**src/design/biou_pkg.sv**
```systemverilog
package biou_pkg;

    // Depth of the job queue between the geometry front end and the divider.
    localparam int QUEUE_DEPTH      = 4;
    localparam int QUEUE_PTR_BITS   = $clog2(QUEUE_DEPTH);
    localparam int QUEUE_COUNT_BITS = $clog2(QUEUE_DEPTH + 1);

    // Fill status that the job queue reports to its producer.
    typedef struct packed {
        logic full;
        logic empty;
    } queue_status_t;

endpackage

```
**src/design/biou_front.sv**
```systemverilog
module biou_front
    import biou_pkg::*;
#(
    parameter int COORD_BITS = 13
) (
    input  logic                          clk,
    input  logic                          rst_n,
    input  logic                          in_valid,
    output logic                          in_ready,
    input  logic signed [COORD_BITS-1:0]  first_left,
    input  logic signed [COORD_BITS-1:0]  first_top,
    input  logic        [COORD_BITS-2:0]  first_width,
    input  logic        [COORD_BITS-2:0]  first_height,
    input  logic signed [COORD_BITS-1:0]  second_left,
    input  logic signed [COORD_BITS-1:0]  second_top,
    input  logic        [COORD_BITS-2:0]  second_width,
    input  logic        [COORD_BITS-2:0]  second_height,
    input  queue_status_t                 queue_status,
    output logic                          push_valid,
    output logic [2*(COORD_BITS-1)-1:0]   push_num,
    output logic [2*(COORD_BITS-1):0]     push_den,
    output logic                          push_flag
);

    localparam int SIZE_BITS = COORD_BITS - 1;
    localparam int AREA_BITS = 2 * SIZE_BITS;
    localparam int DEN_BITS  = AREA_BITS + 1;
    localparam int EDGE_BITS = COORD_BITS + 1;

    logic s1_valid_reg;
    logic s2_valid_reg;
    logic s3_valid_reg;
    logic s1_ready;
    logic s2_ready;
    logic s3_ready;

    logic signed [EDGE_BITS-1:0] left_a;
    logic signed [EDGE_BITS-1:0] left_b;
    logic signed [EDGE_BITS-1:0] top_a;
    logic signed [EDGE_BITS-1:0] top_b;
    logic signed [EDGE_BITS-1:0] right_a;
    logic signed [EDGE_BITS-1:0] right_b;
    logic signed [EDGE_BITS-1:0] bottom_a;
    logic signed [EDGE_BITS-1:0] bottom_b;
    logic signed [EDGE_BITS-1:0] ovl_left;
    logic signed [EDGE_BITS-1:0] ovl_top;
    logic signed [EDGE_BITS-1:0] ovl_right;
    logic signed [EDGE_BITS-1:0] ovl_bottom;
    logic        [EDGE_BITS-1:0] span_x;
    logic        [EDGE_BITS-1:0] span_y;

    logic [SIZE_BITS-1:0] dx_next;
    logic [SIZE_BITS-1:0] dy_next;
    logic                 hit_next;
    logic [AREA_BITS-1:0] area_a_next;
    logic [AREA_BITS-1:0] area_b_next;

    logic [SIZE_BITS-1:0] dx_reg;
    logic [SIZE_BITS-1:0] dy_reg;
    logic                 s1_hit_reg;
    logic [AREA_BITS-1:0] area_a_reg;
    logic [AREA_BITS-1:0] area_b_reg;

    logic [AREA_BITS-1:0] inter_next;
    logic [DEN_BITS-1:0]  sum_next;
    logic [AREA_BITS-1:0] inter_reg;
    logic [DEN_BITS-1:0]  sum_reg;
    logic                 s2_hit_reg;

    logic [AREA_BITS-1:0] num_next;
    logic [DEN_BITS-1:0]  den_next;
    logic [AREA_BITS-1:0] num_reg;
    logic [DEN_BITS-1:0]  den_reg;
    logic                 s3_hit_reg;

    // Each stage loads when it is empty or the stage after it moves on.
    assign s3_ready = !s3_valid_reg || !queue_status.full;
    assign s2_ready = !s2_valid_reg || s3_ready;
    assign s1_ready = !s1_valid_reg || s2_ready;
    assign in_ready = s1_ready;

    // Box edges, one bit wider than a coordinate so that right and bottom cannot wrap.
    always_comb
    begin
        left_a   = {first_left[COORD_BITS-1], first_left};
        left_b   = {second_left[COORD_BITS-1], second_left};
        top_a    = {first_top[COORD_BITS-1], first_top};
        top_b    = {second_top[COORD_BITS-1], second_top};
        right_a  = left_a + {2'b00, first_width};
        right_b  = left_b + {2'b00, second_width};
        bottom_a = top_a + {2'b00, first_height};
        bottom_b = top_b + {2'b00, second_height};
    end

    // Overlap rectangle and its extents; an extent never exceeds either box size when the boxes overlap.
    always_comb
    begin
        ovl_left    = (left_a > left_b) ? left_a : left_b;
        ovl_top     = (top_a > top_b) ? top_a : top_b;
        ovl_right   = (right_a < right_b) ? right_a : right_b;
        ovl_bottom  = (bottom_a < bottom_b) ? bottom_a : bottom_b;
        span_x      = ovl_right - ovl_left;
        span_y      = ovl_bottom - ovl_top;
        hit_next    = (ovl_left < ovl_right) && (ovl_top < ovl_bottom);
        dx_next     = span_x[SIZE_BITS-1:0];
        dy_next     = span_y[SIZE_BITS-1:0];
        area_a_next = AREA_BITS'(first_width) * AREA_BITS'(first_height);
        area_b_next = AREA_BITS'(second_width) * AREA_BITS'(second_height);
    end

    // Intersection area and the sum of both box areas.
    always_comb
    begin
        inter_next = AREA_BITS'(dx_reg) * AREA_BITS'(dy_reg);
        sum_next   = {1'b0, area_a_reg} + {1'b0, area_b_reg};
    end

    // Union area; an empty overlap becomes the trivial job zero over one.
    always_comb
    begin
        if (s2_hit_reg)
        begin
            num_next = inter_reg;
            den_next = sum_reg - {1'b0, inter_reg};
        end
        else
        begin
            num_next = '0;
            den_next = DEN_BITS'(1);
        end
    end

    // Stage valid flags.
    always_ff @(posedge clk or negedge rst_n)
    begin
        if (!rst_n)
        begin
            s1_valid_reg <= 1'b0;
            s2_valid_reg <= 1'b0;
            s3_valid_reg <= 1'b0;
        end
        else
        begin
            if (s1_ready)
            begin
                s1_valid_reg <= in_valid;
            end
            if (s2_ready)
            begin
                s2_valid_reg <= s1_valid_reg;
            end
            if (s3_ready)
            begin
                s3_valid_reg <= s2_valid_reg;
            end
        end
    end

    // Stage payloads.
    always_ff @(posedge clk)
    begin
        if (s1_ready)
        begin
            dx_reg     <= dx_next;
            dy_reg     <= dy_next;
            s1_hit_reg <= hit_next;
            area_a_reg <= area_a_next;
            area_b_reg <= area_b_next;
        end
        if (s2_ready)
        begin
            inter_reg  <= inter_next;
            sum_reg    <= sum_next;
            s2_hit_reg <= s1_hit_reg;
        end
        if (s3_ready)
        begin
            num_reg    <= num_next;
            den_reg    <= den_next;
            s3_hit_reg <= s2_hit_reg;
        end
    end

    assign push_valid = s3_valid_reg;
    assign push_num   = num_reg;
    assign push_den   = den_reg;
    assign push_flag  = s3_hit_reg;

    // The divider expects a ratio no larger than one over a non-zero divisor.
    assert property (@(posedge clk) disable iff (!rst_n)
        s3_valid_reg |-> ({1'b0, num_reg} <= den_reg) && (den_reg != '0))
        else $error("front end produced a job with numerator above divisor");

    // An empty overlap must leave a zero numerator.
    assert property (@(posedge clk) disable iff (!rst_n)
        (s3_valid_reg && !s3_hit_reg) |-> (num_reg == '0))
        else $error("empty overlap carried a non-zero intersection");

endmodule

```
**src/design/biou_queue.sv**
```systemverilog
module biou_queue
    import biou_pkg::*;
#(
    parameter int WIDTH = 50
) (
    input  logic             clk,
    input  logic             rst_n,
    input  logic             push_valid,
    input  logic [WIDTH-1:0] push_data,
    input  logic             pop_ready,
    output logic             pop_valid,
    output logic [WIDTH-1:0] pop_data,
    output queue_status_t    status
);

    logic [WIDTH-1:0]            entries_reg [QUEUE_DEPTH];
    logic [QUEUE_PTR_BITS-1:0]   wr_ptr_reg;
    logic [QUEUE_PTR_BITS-1:0]   rd_ptr_reg;
    logic [QUEUE_COUNT_BITS-1:0] count_reg;
    logic [QUEUE_PTR_BITS-1:0]   wr_ptr_next;
    logic [QUEUE_PTR_BITS-1:0]   rd_ptr_next;
    logic [QUEUE_COUNT_BITS-1:0] count_next;
    logic                        push;
    logic                        pop;

    assign status.full  = (count_reg == QUEUE_COUNT_BITS'(QUEUE_DEPTH));
    assign status.empty = (count_reg == '0);
    assign push         = push_valid && !status.full;
    assign pop          = pop_ready && !status.empty;
    assign pop_valid    = !status.empty;
    assign pop_data     = entries_reg[rd_ptr_reg];

    // Pointer and occupancy update.
    always_comb
    begin
        wr_ptr_next = push ? QUEUE_PTR_BITS'(wr_ptr_reg + 1'b1) : wr_ptr_reg;
        rd_ptr_next = pop ? QUEUE_PTR_BITS'(rd_ptr_reg + 1'b1) : rd_ptr_reg;
        count_next  = count_reg;
        if (push && !pop)
        begin
            count_next = QUEUE_COUNT_BITS'(count_reg + 1'b1);
        end
        else if (pop && !push)
        begin
            count_next = QUEUE_COUNT_BITS'(count_reg - 1'b1);
        end
    end

    always_ff @(posedge clk or negedge rst_n)
    begin
        if (!rst_n)
        begin
            wr_ptr_reg <= '0;
            rd_ptr_reg <= '0;
            count_reg  <= '0;
        end
        else
        begin
            wr_ptr_reg <= wr_ptr_next;
            rd_ptr_reg <= rd_ptr_next;
            count_reg  <= count_next;
        end
    end

    // Entry storage.
    always_ff @(posedge clk)
    begin
        if (push)
        begin
            entries_reg[wr_ptr_reg] <= push_data;
        end
    end

    // Occupancy never exceeds the depth.
    assert property (@(posedge clk) disable iff (!rst_n)
        count_reg <= QUEUE_COUNT_BITS'(QUEUE_DEPTH))
        else $error("job queue occupancy above depth");

    // A lone push grows the occupancy by exactly one.
    assert property (@(posedge clk) disable iff (!rst_n)
        (push && !pop) |=> (count_reg == QUEUE_COUNT_BITS'($past(count_reg) + 1'b1)))
        else $error("job queue lost a pushed entry");

endmodule

```
**src/design/biou_divider.sv**
```systemverilog
module biou_divider
    import biou_pkg::*;
#(
    parameter int AREA_BITS     = 24,
    parameter int FRACTION_BITS = 16
) (
    input  logic                   clk,
    input  logic                   rst_n,
    input  logic                   job_valid,
    output logic                   job_ready,
    input  logic [AREA_BITS-1:0]   job_num,
    input  logic [AREA_BITS:0]     job_den,
    input  logic                   job_flag,
    output logic                   out_valid,
    input  logic                   out_ready,
    output logic [FRACTION_BITS:0] overlap_ratio,
    output logic                   boxes_overlap
);

    localparam int DEN_BITS = AREA_BITS + 1;
    localparam int QUO_BITS = FRACTION_BITS + 1;
    localparam int STAGES   = FRACTION_BITS + 1;

    logic                valid_reg [STAGES];
    logic                flag_reg  [STAGES];
    logic [DEN_BITS-1:0] den_reg   [STAGES];
    logic [DEN_BITS-1:0] rem_reg   [STAGES];
    logic [QUO_BITS-1:0] quo_reg   [STAGES];
    logic [DEN_BITS-1:0] rem_next  [STAGES];
    logic [QUO_BITS-1:0] quo_next  [STAGES];

    logic                advance;
    logic [DEN_BITS-1:0] num_ext;
    logic                int_bit;

    // The whole pipe moves whenever the output slot is free or being taken.
    assign advance   = !valid_reg[STAGES-1] || out_ready;
    assign job_ready = advance;

    // First stage: the integer bit, which is one only for a full match.
    always_comb
    begin
        num_ext     = {1'b0, job_num};
        int_bit     = (num_ext >= job_den);
        rem_next[0] = int_bit ? (num_ext - job_den) : num_ext;
        quo_next[0] = QUO_BITS'(int_bit);
    end

    always_ff @(posedge clk or negedge rst_n)
    begin
        if (!rst_n)
        begin
            valid_reg[0] <= 1'b0;
        end
        else if (advance)
        begin
            valid_reg[0] <= job_valid;
        end
    end

    always_ff @(posedge clk)
    begin
        if (advance)
        begin
            flag_reg[0] <= job_flag;
            den_reg[0]  <= job_den;
            rem_reg[0]  <= rem_next[0];
            quo_reg[0]  <= quo_next[0];
        end
    end

    // Fraction stages: one restoring step, one quotient bit each.
    for (genvar i = 1; i < STAGES; i++)
    begin : g_step
        logic [DEN_BITS:0] trial;
        logic [DEN_BITS:0] diff;
        logic              take;

        always_comb
        begin
            trial       = {rem_reg[i-1], 1'b0};
            diff        = trial - {1'b0, den_reg[i-1]};
            take        = (trial >= {1'b0, den_reg[i-1]});
            rem_next[i] = take ? diff[DEN_BITS-1:0] : trial[DEN_BITS-1:0];
            quo_next[i] = {quo_reg[i-1][QUO_BITS-2:0], take};
        end

        always_ff @(posedge clk or negedge rst_n)
        begin
            if (!rst_n)
            begin
                valid_reg[i] <= 1'b0;
            end
            else if (advance)
            begin
                valid_reg[i] <= valid_reg[i-1];
            end
        end

        always_ff @(posedge clk)
        begin
            if (advance)
            begin
                flag_reg[i] <= flag_reg[i-1];
                den_reg[i]  <= den_reg[i-1];
                rem_reg[i]  <= rem_next[i];
                quo_reg[i]  <= quo_next[i];
            end
        end
    end

    assign out_valid     = valid_reg[STAGES-1];
    assign overlap_ratio = quo_reg[STAGES-1];
    assign boxes_overlap = flag_reg[STAGES-1];

    // The ratio never exceeds one.
    assert property (@(posedge clk) disable iff (!rst_n)
        out_valid |-> (overlap_ratio <= (QUO_BITS'(1) << FRACTION_BITS)))
        else $error("overlap ratio above one");

    // Disjoint boxes give a zero ratio.
    assert property (@(posedge clk) disable iff (!rst_n)
        (out_valid && !boxes_overlap) |-> (overlap_ratio == '0))
        else $error("non-zero ratio without overlap");

endmodule

```
**src/design/box_intersection_over_union_core.sv**
```systemverilog
// Intersection over union of two axis-aligned boxes, each given as a signed
// corner and an unsigned width and height. The result is the overlap area over
// the union area as unsigned fixed point with FRACTION_BITS fraction bits,
// truncated, plus a flag that is set when the boxes overlap; boxes that only
// touch, or have zero size, give zero with the flag clear. One box pair is
// accepted every clock cycle while in_ready is high. From input to output a
// pair passes the registered edge, area and union stages of the front end, a
// four-entry job queue, and a pipelined restoring divider that forms one
// quotient bit per stage. The queue lets the arithmetic front keep accepting
// pairs while the output side is stalled, until the queue is full.
module box_intersection_over_union_core
    import biou_pkg::*;
#(
    parameter int COORD_BITS    = 13,
    parameter int FRACTION_BITS = 16
) (
    input  logic                         clk,
    input  logic                         rst_n,
    input  logic                         in_valid,
    output logic                         in_ready,
    input  logic signed [COORD_BITS-1:0] first_left,
    input  logic signed [COORD_BITS-1:0] first_top,
    input  logic        [COORD_BITS-2:0] first_width,
    input  logic        [COORD_BITS-2:0] first_height,
    input  logic signed [COORD_BITS-1:0] second_left,
    input  logic signed [COORD_BITS-1:0] second_top,
    input  logic        [COORD_BITS-2:0] second_width,
    input  logic        [COORD_BITS-2:0] second_height,
    output logic                         out_valid,
    input  logic                         out_ready,
    output logic [FRACTION_BITS:0]       overlap_ratio,
    output logic                         boxes_overlap
);

    localparam int AREA_BITS  = 2 * (COORD_BITS - 1);
    localparam int DEN_BITS   = AREA_BITS + 1;
    localparam int JOB_BITS   = AREA_BITS + DEN_BITS + 1;

    logic                 push_valid;
    logic [AREA_BITS-1:0] push_num;
    logic [DEN_BITS-1:0]  push_den;
    logic                 push_flag;
    logic [JOB_BITS-1:0]  push_data;
    logic                 job_valid;
    logic                 job_ready;
    logic [JOB_BITS-1:0]  job_data;
    queue_status_t        queue_status;

    // Geometry and area arithmetic.
    biou_front #(
        .COORD_BITS (COORD_BITS)
    ) u_front (
        .clk           (clk),
        .rst_n         (rst_n),
        .in_valid      (in_valid),
        .in_ready      (in_ready),
        .first_left    (first_left),
        .first_top     (first_top),
        .first_width   (first_width),
        .first_height  (first_height),
        .second_left   (second_left),
        .second_top    (second_top),
        .second_width  (second_width),
        .second_height (second_height),
        .queue_status  (queue_status),
        .push_valid    (push_valid),
        .push_num      (push_num),
        .push_den      (push_den),
        .push_flag     (push_flag)
    );

    assign push_data = {push_num, push_den, push_flag};

    // Job queue between the front end and the divider.
    biou_queue #(
        .WIDTH (JOB_BITS)
    ) u_queue (
        .clk        (clk),
        .rst_n      (rst_n),
        .push_valid (push_valid),
        .push_data  (push_data),
        .pop_ready  (job_ready),
        .pop_valid  (job_valid),
        .pop_data   (job_data),
        .status     (queue_status)
    );

    // Fixed-point division of intersection by union.
    biou_divider #(
        .AREA_BITS     (AREA_BITS),
        .FRACTION_BITS (FRACTION_BITS)
    ) u_divider (
        .clk           (clk),
        .rst_n         (rst_n),
        .job_valid     (job_valid),
        .job_ready     (job_ready),
        .job_num       (job_data[JOB_BITS-1:DEN_BITS+1]),
        .job_den       (job_data[DEN_BITS:1]),
        .job_flag      (job_data[0]),
        .out_valid     (out_valid),
        .out_ready     (out_ready),
        .overlap_ratio (overlap_ratio),
        .boxes_overlap (boxes_overlap)
    );

endmodule
```
**config.mk**
```make
export PLATFORM = sky130hd
export DESIGN_NAME = box_intersection_over_union_core
export DESIGN_NICKNAME = d
export VERILOG_FILES = /design/src/design/biou_pkg.sv /design/src/design/biou_front.sv /design/src/design/biou_queue.sv /design/src/design/biou_divider.sv /design/src/design/box_intersection_over_union_core.sv
export SDC_FILE = /design/constraint.sdc
export NUM_CORES = 2
export LEC_CHECK = 0
export BUFFER_PORTS_ARGS = -buffer_cell sky130_fd_sc_hd__buf_2
export CORE_UTILIZATION = 55
export DETAILED_ROUTE_END_ITERATION = 16
export PLACE_DENSITY = 0.71
export SLEW_MARGIN = 15
export SYNTH_ARGS = -nofsm -noshare
export SYNTH_HDL_FRONTEND = slang
export SYNTH_SLANG_ARGS = --single-unit
```
**constraint.sdc**
```tcl
create_clock -name clk -period 89 [get_ports clk]
set_input_delay 17.8 -clock clk [delete_from_list [all_inputs] [get_ports clk]]
set_output_delay 17.8 -clock clk [all_outputs]
set_load 0.02 [all_outputs]
```
==> results <==
- The routed design could run at a clock period as short as 23,970 ps.
- The number of buffers inserted by port buffering is 123.
- The number of clock buffers added by TritonCTS is 149.
- The final total negative setup slack is 0 ps.
- After clock tree synthesis, the clock-pin slew on the worst setup and hold paths is 60 ps.
- After detailed routing, the total wire length is 206,000 µm.
- The worst hold margin is 387 ps.
- The synthesized netlist contains 83 unique library cells.
- The CTS H-tree depth is 4.
- Max-cap violations in this run came to 0.
- The library cells used most frequently in the layout, excluding fill and tap cells, are 1,343 x edfxtp_1, 1,129 x inv_1, 806 x ha_1.
- The final antenna diode count is 0.
- The post-route netlist has 8.79% of its cells at a drive strength greater than 1.
- STA puts the critical path data required time at 89,650 ps.
- The category of the most critical setup path is in2reg.
- The total non-filler cell area in the finished layout is 0.0962 mm².
- For this run, design rule violations remaining after detail routing come to 0.
- The final critical path takes up 26.9% of the cycle.
- The most used flip-flop cell after synthesis is edfxtp_1.
- The worst setup skew after layout is 41.2 ps.
- The placer congestion estimate is 0.916.
- The detailed router finished its first iteration with 4,017 violations.
- At the worst endpoint, the arrival time is 24,620 ps.
- In this run the horizontal extent of the chip is 403 µm.
- Of all nets on the critical path, the largest fanout is 24.
- The cell sitting at the root of the clock tree is a clkbuf_16.
- Across every metal layer, demand over resource in global routing totals 25.7%.
- The critical path capture point type is a register.
- The quantity of gates resized following cts is 0.
- The setup-violating endpoint count in the final report is 0.
- The number of sinks driven by the clock tree is 1,370.
- In this run the worst hold path is classified as reg2reg.
- The maximum clock rate is 41.7 MHz.
- The post-synth net total is 9,120.
- The library cell used most frequently in the layout, excluding fill and tap cells, is edfxtp_1.
- The standard-cell row count is 146.
- From bottom edge to top edge, the die measures 403 µm.
- The number of synthesized register bits is 1,370.
- During synthesis, Yosys emitted a total of 0 warnings.
- The half-perimeter wire length after placement is 158,000 µm.
- In this run the post-CTS setup repair buffer count came out at 0.
- The worst max-slew margin expressed relative to the limit is 22.8%.
- Compared with the post-synthesis result, the final layout area differs by 8.97%.
- After detailed routing, the average wire length per cell comes to 20.2 µm.
- The fraction of registers with async set/reset is 1.97%.
- The number of pins with negative max-slew slack in the final report is 0.
- In this run the mean area of a mapped cell was 11.2 µm².
- The cell type of the slowest stage on the worst timing path is fa_1.
- TritonCTS built the clock tree.
- The pin count of the biggest net entering global routing is 175.
- The portion of the post-synthesis area used by sequential elements is 46.5%.
- The first global-routing pass estimated 323,000 µm of wire.
- The number of global-route vias before repair is 58.4k.
- After floorplanning, the core was sized to cover 0.159 mm².
- Buffers inserted to repair hold after CTS numbered 0.
- Setup repair after global routing left no endpoint under its margin.
- The delay of the slowest critical-path stage is 400 ps.
- The total global routing overflow is 0.
- The run finished with clean final reports.
- The count of final hold-check violations came to 0.
- The post-synthesis instance area is 0.0883 mm².
- The number of enable flip-flop cells after synthesis is 1,343.
- The routed via count is 58.2k.
- The worst setup path is launched from a primary input.
- The die area is 0.162 mm².
- The maximum count of clock buffers along a single path is 3.
- In this run the register-to-register setup slack is 82,460 ps.
- The end-of-flow core utilization is 60.5%.
- The instance area after placement is 0.0912 mm².
- The cell count after synthesis is 7,887.
- In this run the count of I/O pins placed on the die edge is 124.
- The first-pass detailed-route iteration total is 6.
- For the pin with the worst max-slew slack, the measured transition is 1160 ps.
- The total number of nets in the final design is 9,273.
- Once the floorplan was initialized, standard cells occupied 55.5% of the core.
- The post-route antenna net violation count is 0.
- Clock latency on the worst-skew pair, taken at its later pin, is 800 ps.
- The average vias per placed instance is 5.68.
- The initial antenna violation count was 2.
## cells by family after synthesis
kind of cell             synth area share [%]
adder cells (fa/ha/maj)                  18.8
buffers and inverters                    5.49
XOR/XNOR                                 4.19
flip-flops                               46.5
multiplexers                             4.48
AO/OA/AOI/OAI                            10.5
AND/OR/NAND/NOR                          10.1
## critical path, delay by kind of cell
family	cells	cell delay [ps]
simple gates	9	1240
compound gates	19	2900
buf+inv	3	640
xor+xnor	1	310
fa+ha+maj	5	1730
## metrics by stage
step / std cells / setup WS, ps
after floorplan: 7887 / 40920
after global placement: 9960 / 64260
after detailed placement: 9960 / 64200
after CTS: 10230 / 65070
after global routing: 10231 / 64490
final: 10231 / 65030
## cells in the mapped netlist, types with 70 or more instances
library cell | number | area share (%)
a21boi_0 | 70 | 0.60
a21o_1 | 163 | 1.4
a21oi_1 | 448 | 2.5
and2_1 | 183 | 1.3
clkbuf_1 | 141 | 0.60
edfxtp_1 | 1343 | 46
fa_1 | 323 | 7.3
ha_1 | 806 | 11
inv_1 | 1130 | 4.8
mux2_2 | 215 | 2.7
nand2_1 | 631 | 2.7
nand2b_1 | 74 | 0.52
nand3_1 | 78 | 0.44
nor2_1 | 479 | 2.0
nor2b_1 | 106 | 0.75
nor3_1 | 108 | 0.61
o21a_1 | 95 | 0.81
o21ai_0 | 339 | 1.9
xnor2_1 | 299 | 3.0
xor2_1 | 123 | 1.2
## final cells by class
type / count / area (µm²)
Fill cell: 12734 / 62700
Timing Repair Buffer: 159 / 918
Inverter: 1131 / 4250
Multi-Input combinational cell: 5229 / 42500
Clock buffer: 177 / 3900
Tap cell: 2072 / 2590
Clock inverter: 93 / 1020
Sequential cell: 1370 / 41000
## routing by layer
metal	track usage, %	routed length, µm
met5	0	23
met4	8.93	6980
met3	3.06	8090
met2	46.6	106000
met1	31.4	84800
## final timing paths
| check | startpoint | to | cells after the start |
|---|---|---|---|
| min in group asynchronous | rst_n | u_divider.valid_reg[6]$_DFFE_PN0P_ | 1 |
| setup reg to reg | u_front.dy_reg[5]$_DFFE_PP_ | u_front.inter_reg[22]$_DFFE_PP_ | 22 |
| hold / removal | u_divider.flag_reg[0][2]$_DFFE_PP_ | u_divider.flag_reg[0][3]$_DFFE_PP_ | 0 |
| setup / recovery | first_height[0] | u_front.s1_hit_reg$_DFFE_PP_ | 37 |
| max in group asynchronous | rst_n | u_queue.rd_ptr_reg[0]$_DFFE_PN0P_ | 1 |
| hold reg to reg | u_divider.flag_reg[0][2]$_DFFE_PP_ | u_divider.flag_reg[0][3]$_DFFE_PP_ | 0 |
Power is left out: the tool's default activity adds up to more than one toggle a clock period on the data nets, which glitch-free logic cannot reach.
